$ cat config.mk
export PLATFORM = sky130hd
export DESIGN_NAME = fpa_prep
export DESIGN_NICKNAME = d
export VERILOG_FILES = /design/src/fixed_point_q24_8_alu_defines.svh /design/src/fpa_pkg.sv /design/src/fpa_prep.sv
export SDC_FILE = /design/constraint.sdc
export NUM_CORES = 2
export LEC_CHECK = 0
export ABC_AREA = 1
export BUFFER_PORTS_ARGS = -buffer_cell sky130_fd_sc_hd__buf_2
export CAP_MARGIN = 20
export CORE_ASPECT_RATIO = 1.25
export CORE_MARGIN = 5
export CORE_UTILIZATION = 24
export DETAILED_ROUTE_END_ITERATION = 8
export PLACE_DENSITY = 0.38
export RECOVER_POWER = 50
export SLEW_MARGIN = 20
export SYNTH_ARGS = -nofsm -noshare
export SYNTH_HDL_FRONTEND = slang
export SYNTH_SLANG_ARGS = --single-unit
$ cat constraint.sdc
create_clock -name clk -period 26.8 [get_ports clk]
set_input_delay 6.7 -clock clk [delete_from_list [all_inputs] [get_ports clk]]
set_output_delay 6.7 -clock clk [all_outputs]
set_load 0.03 [all_outputs]
$ cat src/fixed_point_q24_8_alu_defines.svh
`ifndef FIXED_POINT_Q24_8_ALU_DEFINES_SVH
`define FIXED_POINT_Q24_8_ALU_DEFINES_SVH

// Same-cycle implication check
`define FPA_CHECK_NOW(label, ante, cons) \
    label: assert property (@(posedge clk) disable iff (!rst_n) (ante) |-> (cons)) \
        else $error("fpa check failed");

// Next-cycle implication check
`define FPA_CHECK_NEXT(label, ante, cons) \
    label: assert property (@(posedge clk) disable iff (!rst_n) (ante) |=> (cons)) \
        else $error("fpa check failed");

`endif

$ cat src/fpa_pkg.sv
`timescale 1ns / 1ps
`default_nettype none

package fpa_pkg;

    localparam int FRAC_BITS = 8;
    localparam int DATA_W    = 32;
    localparam int NA_W      = DATA_W + FRAC_BITS;
    localparam int DIV_STEPS = NA_W;
    localparam int PROD_W    = 2 * DATA_W;
    localparam int QR_W      = NA_W + 1;

    typedef logic [PROD_W-1:0] prod_t;
    typedef logic [QR_W-1:0]   qr_t;

    localparam logic [DATA_W-1:0] MAX_VAL  = {1'b0, {(DATA_W-1){1'b1}}};
    localparam logic [DATA_W-1:0] MIN_VAL  = {1'b1, {(DATA_W-1){1'b0}}};
    localparam prod_t             MUL_HALF = prod_t'(1) << (FRAC_BITS - 1);

    typedef enum logic [3:0] {
        CMD_ADD      = 4'd0,
        CMD_SUB      = 4'd1,
        CMD_MUL      = 4'd2,
        CMD_DIV      = 4'd3,
        CMD_INC      = 4'd4,
        CMD_DEC      = 4'd5,
        CMD_MIN      = 4'd6,
        CMD_MAX      = 4'd7,
        CMD_TO_INT   = 4'd8,
        CMD_FROM_INT = 4'd9
    } cmd_e;

    // Everything an item carries alongside the divider data
    typedef struct packed {
        logic              is_div;
        logic              neg;
        logic              ov;
        logic              dz;
        logic              gt;
        logic              lt;
        logic              eq;
        logic [DATA_W-1:0] res;
    } side_t;

    typedef struct packed {
        logic              ov;
        logic [DATA_W-1:0] val;
    } sat_t;

    // Apply sign to a magnitude and saturate to the signed 32-bit range
    function automatic sat_t sat_mag(input prod_t mag, input logic neg);
        sat_t s;
        s.ov  = 1'b0;
        s.val = neg ? (-mag[DATA_W-1:0]) : mag[DATA_W-1:0];
        if (neg)
        begin
            if (mag > prod_t'(MIN_VAL))
            begin
                s.ov  = 1'b1;
                s.val = MIN_VAL;
            end
        end
        else if (mag > prod_t'(MAX_VAL))
        begin
            s.ov  = 1'b1;
            s.val = MAX_VAL;
        end
        return s;
    endfunction

endpackage

`default_nettype wire

$ cat src/fpa_prep.sv
`timescale 1ns / 1ps
`default_nettype none

module fpa_prep (
    input  wire logic                           clk,
    input  wire logic                           rst_n,
    input  wire logic                           in_valid,
    output logic                                in_ready,
    input  wire logic [3:0]                     command,
    input  wire logic [fpa_pkg::DATA_W-1:0]     operand_a,
    input  wire logic [fpa_pkg::DATA_W-1:0]     operand_b,
    output logic                                out_valid,
    input  wire logic                           out_ready,
    output fpa_pkg::side_t                      out_side,
    output logic [fpa_pkg::NA_W-1:0]            out_na,
    output logic [fpa_pkg::DATA_W-1:0]          out_nb
);

    logic                          v1_reg, v2_reg, v3_reg;
    logic                          rdy1, rdy2, rdy3;

    logic [3:0]                    cmd1_reg;
    logic [fpa_pkg::DATA_W-1:0]    a1_reg, b1_reg;

    fpa_pkg::side_t                side2_reg, side2_next;
    logic                          mul2_reg;
    fpa_pkg::prod_t                prod2_reg, prod2_next;
    logic [fpa_pkg::NA_W-1:0]      na2_reg, na3_reg;
    logic [fpa_pkg::DATA_W-1:0]    nb2_reg, nb3_reg;
    fpa_pkg::side_t                side3_reg, side3_next;

    logic [fpa_pkg::DATA_W-1:0]    mag_a, mag_b;
    logic [fpa_pkg::DATA_W:0]      sum_w, dif_w, inc_w, dec_w;
    logic [fpa_pkg::DATA_W-1:0]    shr_a;
    fpa_pkg::prod_t                mul_rnd;
    fpa_pkg::sat_t                 mul_sat;

    function automatic fpa_pkg::sat_t clamp_wide(input logic [fpa_pkg::DATA_W:0] v);
        fpa_pkg::sat_t s;
        s.ov  = v[fpa_pkg::DATA_W] ^ v[fpa_pkg::DATA_W-1];
        s.val = v[fpa_pkg::DATA_W-1:0];
        if (s.ov)
        begin
            s.val = v[fpa_pkg::DATA_W] ? fpa_pkg::MIN_VAL : fpa_pkg::MAX_VAL;
        end
        return s;
    endfunction

    assign rdy3     = !v3_reg || out_ready;
    assign rdy2     = !v2_reg || rdy3;
    assign rdy1     = !v1_reg || rdy2;
    assign in_ready = rdy1;

    always_ff @(posedge clk or negedge rst_n)
    begin
        if (!rst_n)
        begin
            v1_reg <= 1'b0;
            v2_reg <= 1'b0;
            v3_reg <= 1'b0;
        end
        else
        begin
            if (rdy1)
            begin
                v1_reg <= in_valid;
            end
            if (rdy2)
            begin
                v2_reg <= v1_reg;
            end
            if (rdy3)
            begin
                v3_reg <= v2_reg;
            end
        end
    end

    // Stage 2: flags, simple results, magnitudes and the raw product
    always_comb
    begin
        fpa_pkg::sat_t s;
        mag_a = a1_reg[fpa_pkg::DATA_W-1] ? (-a1_reg) : a1_reg;
        mag_b = b1_reg[fpa_pkg::DATA_W-1] ? (-b1_reg) : b1_reg;
        sum_w = {a1_reg[fpa_pkg::DATA_W-1], a1_reg} + {b1_reg[fpa_pkg::DATA_W-1], b1_reg};
        dif_w = {a1_reg[fpa_pkg::DATA_W-1], a1_reg} - {b1_reg[fpa_pkg::DATA_W-1], b1_reg};
        inc_w = {a1_reg[fpa_pkg::DATA_W-1], a1_reg} + (fpa_pkg::DATA_W+1)'(1);
        dec_w = {a1_reg[fpa_pkg::DATA_W-1], a1_reg} - (fpa_pkg::DATA_W+1)'(1);
        shr_a = $unsigned($signed(a1_reg) >>> fpa_pkg::FRAC_BITS);

        prod2_next = fpa_pkg::prod_t'(mag_a) * fpa_pkg::prod_t'(mag_b);

        side2_next        = '0;
        side2_next.neg    = a1_reg[fpa_pkg::DATA_W-1] ^ b1_reg[fpa_pkg::DATA_W-1];
        side2_next.gt     = $signed(a1_reg) > $signed(b1_reg);
        side2_next.lt     = $signed(a1_reg) < $signed(b1_reg);
        side2_next.eq     = a1_reg == b1_reg;
        s                 = '0;

        case (cmd1_reg)
            fpa_pkg::CMD_ADD: s = clamp_wide(sum_w);
            fpa_pkg::CMD_SUB: s = clamp_wide(dif_w);
            fpa_pkg::CMD_INC: s = clamp_wide(inc_w);
            fpa_pkg::CMD_DEC: s = clamp_wide(dec_w);
            fpa_pkg::CMD_MIN: s.val = side2_next.gt ? b1_reg : a1_reg;
            fpa_pkg::CMD_MAX: s.val = side2_next.lt ? b1_reg : a1_reg;
            fpa_pkg::CMD_TO_INT:
            begin
                // truncate toward zero
                s.val = shr_a;
                if (a1_reg[fpa_pkg::DATA_W-1] && (|a1_reg[fpa_pkg::FRAC_BITS-1:0]))
                begin
                    s.val = shr_a + fpa_pkg::DATA_W'(1);
                end
            end
            fpa_pkg::CMD_FROM_INT:
            begin
                s.val = a1_reg << fpa_pkg::FRAC_BITS;
                if (!((&a1_reg[fpa_pkg::DATA_W-1 -: fpa_pkg::FRAC_BITS+1])
                      || !(|a1_reg[fpa_pkg::DATA_W-1 -: fpa_pkg::FRAC_BITS+1])))
                begin
                    s.ov  = 1'b1;
                    s.val = a1_reg[fpa_pkg::DATA_W-1] ? fpa_pkg::MIN_VAL : fpa_pkg::MAX_VAL;
                end
            end
            fpa_pkg::CMD_DIV:
            begin
                if (b1_reg == '0)
                begin
                    side2_next.dz = 1'b1;
                    if (a1_reg[fpa_pkg::DATA_W-1])
                    begin
                        s.ov  = 1'b1;
                        s.val = fpa_pkg::MIN_VAL;
                    end
                    else if (a1_reg != '0)
                    begin
                        s.ov  = 1'b1;
                        s.val = fpa_pkg::MAX_VAL;
                    end
                end
                else
                begin
                    side2_next.is_div = 1'b1;
                end
            end
            default: s = '0;
        endcase

        side2_next.ov  = s.ov;
        side2_next.res = s.val;
    end

    // Stage 3: round and saturate the product
    always_comb
    begin
        mul_rnd    = (prod2_reg + fpa_pkg::MUL_HALF) >> fpa_pkg::FRAC_BITS;
        mul_sat    = fpa_pkg::sat_mag(mul_rnd, side2_reg.neg);
        side3_next = side2_reg;
        if (mul2_reg)
        begin
            side3_next.ov  = mul_sat.ov;
            side3_next.res = mul_sat.val;
        end
    end

    always_ff @(posedge clk)
    begin
        if (rdy1 && in_valid)
        begin
            cmd1_reg <= command;
            a1_reg   <= operand_a;
            b1_reg   <= operand_b;
        end
        if (rdy2 && v1_reg)
        begin
            side2_reg <= side2_next;
            mul2_reg  <= cmd1_reg == fpa_pkg::CMD_MUL;
            prod2_reg <= prod2_next;
            na2_reg   <= {mag_a, {fpa_pkg::FRAC_BITS{1'b0}}};
            nb2_reg   <= mag_b;
        end
        if (rdy3 && v2_reg)
        begin
            side3_reg <= side3_next;
            na3_reg   <= na2_reg;
            nb3_reg   <= nb2_reg;
        end
    end

    assign out_valid = v3_reg;
    assign out_side  = side3_reg;
    assign out_na    = na3_reg;
    assign out_nb    = nb3_reg;

endmodule

`default_nettype wire

==> qor.txt <==
multi-input logic area = 40720 µm²
Ports = 185
met1 Usage GRT = 0.2650
Most used DFF post-synth = edfxtp_1
Chip Width = 447.7 µm
die area = 249500 µm²
hold path start = na2_reg[18]
htree depth = 2
vias in the first global route = 51970
GRT Residual Overflow = 0
Cell Area, Synth = 57490 µm²
Total GRT Usage = 0.2150
met2 Use GR = 0.3840
most common cell in the netlist = nand2_1
number of remaining DRC errors = 0
TNS Setup = 0 ns
initial antenna violation count = 23
CP Data Required Time = 20.10 ns
Arr. time, crit path = 7.43 ns
Post-synth top cells = nand2_1, inv_1, nor2_1
crit-path max FO = 3
layout cell share with drive strength beyond 1 = 0.06002
post-synth top area share = 0.3124
Worst Hold End = out_na[18]
Wirelength per Cell = 25.51 µm
critical path launch point type = input pin
period utilization = 0.5271
minimum clock period = 14.13 ns
Port Buffer Count = 176
routability cong. = 0.9374
Synth area leaders = fa_1, edfxtp_1, nand2_1, inv_1, ha_1
largest family of logic cells by synthesized area = adder cells
cts bufs inserted = 42
gr busiest metal = met2
initial DRC count = 3503
Yosys warning total = 0
Worst path max stage delay = 0.19 ns
Max-slew headroom = -4.017
Post-Synth Adder-Cell Area = 0.3849
Via-to-Cell Ratio = 4.696
Detail Placement HPWL = 217900 µm
Filler cells = 26362
post-route ant nets = 0
maxcap violations = 56
Post-Synth Simple-Gate Area = 0.2294
crit end category = output pin
cells on worst reg2reg path = 36
postcts setup bufs = 0
Min Hold Slack = 0.4159 ns
max FFs per register = 57
hold violation count in the final report = 0
register area = 10040 µm²
RSZ-0062 raised after global routing = false
Clock Latency Late Sink = 0.70 ns
violated checks = capacitance limit, slew limit
first-pass GRT wire length = 383600 µm
Slew Limit Fails = 1347
FF+latch count, synth = 335
Layout area overhead = 10.27%
Post-DP Area = 62320 µm²
Syn Area/Cell = 7.811 µm²
synthesized netlist cell count = 7360
xor and xnor area share after synthesis = 0.03106
Yosys top cell by area = fa_1
FP Rows = 201
Post-synth EDFFs = 332
nets = 8751
ordered list of cells on the worst path = buf_2 > inv_1 > nand2_1 > nor2_1 > nand2_1 > buf_2
Hold Path Stages = 0
Sink Count = 335
mux cell area share after synthesis = 0
final design utilization = 0.2650
start of the worst register-to-register path = b1_reg[0]
Placeable Area = 239200 µm²
worst min path class = register to register
endpoints failing setup = 0
outcome = finished, violations left
Initial Util = 0.2404
Hold-fix buffers, CTS = 0
crit path max-delay cell type = buf_2
clock root cell = clkbuf_16
number of gates resized after CTS = 0
flop2flop setup slack = 13.37 ns
CTS tree = built
Pre-Repair DR Iteration Count = 7
post-synthesis cell type count = 62
async set-or-reset flop fraction in the synthesized netlist = 0.008955
grt met3 use = 0.01959
Reg2Reg Capture Point = prod2_reg[62]
Die Y-Extent = 557.2 µm
fmax = 0.07079 GHz
CP Class = input pin to output pin
Slew @ Worst Pin = 7.525 ns
DR vias = 49919
CTS max path bufs = 3
overall routed net length = 271100 µm
Worst Skew = 0.05366 ns
Finished Cell Area = 63390 µm²
register area share after synthesis = 0.1747
largest net degree at the start of global routing = 104
Clock Pin Slew Worst Setup and Hold Paths = 0.06 ns
Compound-Gate Fraction of Synth Area = 0.06083
-- final cells by class --
class / instances / share of cell area
sequential: 335 / 0.1585
clock inverter: 26 / 0.004856
clock buffer: 50 / 0.01739
multi-input combinational: 5272 / 0.6424
timing repair buffer: 308 / 0.02639
tap: 3146 / 0.06210
antenna: 2 / 0.00007895
inverter: 1490 / 0.08831
-- worst max path at each step --
| stage | from | to | slack (ns) |
|---|---|---|---|
| after detailed placement | out_ready | in_ready | 12.66 |
| after global placement | out_ready | in_ready | 12.57 |
| final | out_ready | in_ready | 12.67 |
| after CTS | out_ready | in_ready | 12.66 |
| after floorplan | out_ready | in_ready | 12.96 |
| after global routing | out_ready | in_ready | 12.62 |
-- per-stage QoR --
step	setup WS (ns)	instances
final	12.67	10629
after global placement	12.57	10549
after global routing	12.62	10628
after detailed placement	12.66	10551
after floorplan	12.96	7367
after CTS	12.66	10627
-- metal layers --
layer	routed length, µm	share of wire	vias to the layer above
met5	0	0	-
met4	13860	0.051	0
met3	11590	0.043	357
met2	136000	0.50	1520
met1	109700	0.40	25507
li1	-	-	22535
-- worst max-delay path, delay by kind of cell --
family	cells	cell delay [ns]
AND/OR/NAND/NOR	3	0.33
buffers and inverters	3	0.38
-- cell usage in the layout, fill, tap and decap left out, drive strengths merged, types with 114 or more instances in the layout --
master,instances
o21ai,231
nand3,341
edfxtp,332
buf,244
clkbuf,114
nor2,1012
a21oi,243
fa,897
ha,333
inv,1478
nand2,1688
xor2,175
-- logic make-up after synthesis --
family / count (synthesis)
other: 1
AOI/OAI and AO/OA: 621
DFF: 335
xor gates and xnor gates: 203
buffers and inverters: 1760
and+or+nand+nor: 3210
adders and majority gates: 1230
Power is left out: the tool's default activity adds up to more than one toggle a clock period on the data nets, which glitch-free logic cannot reach.
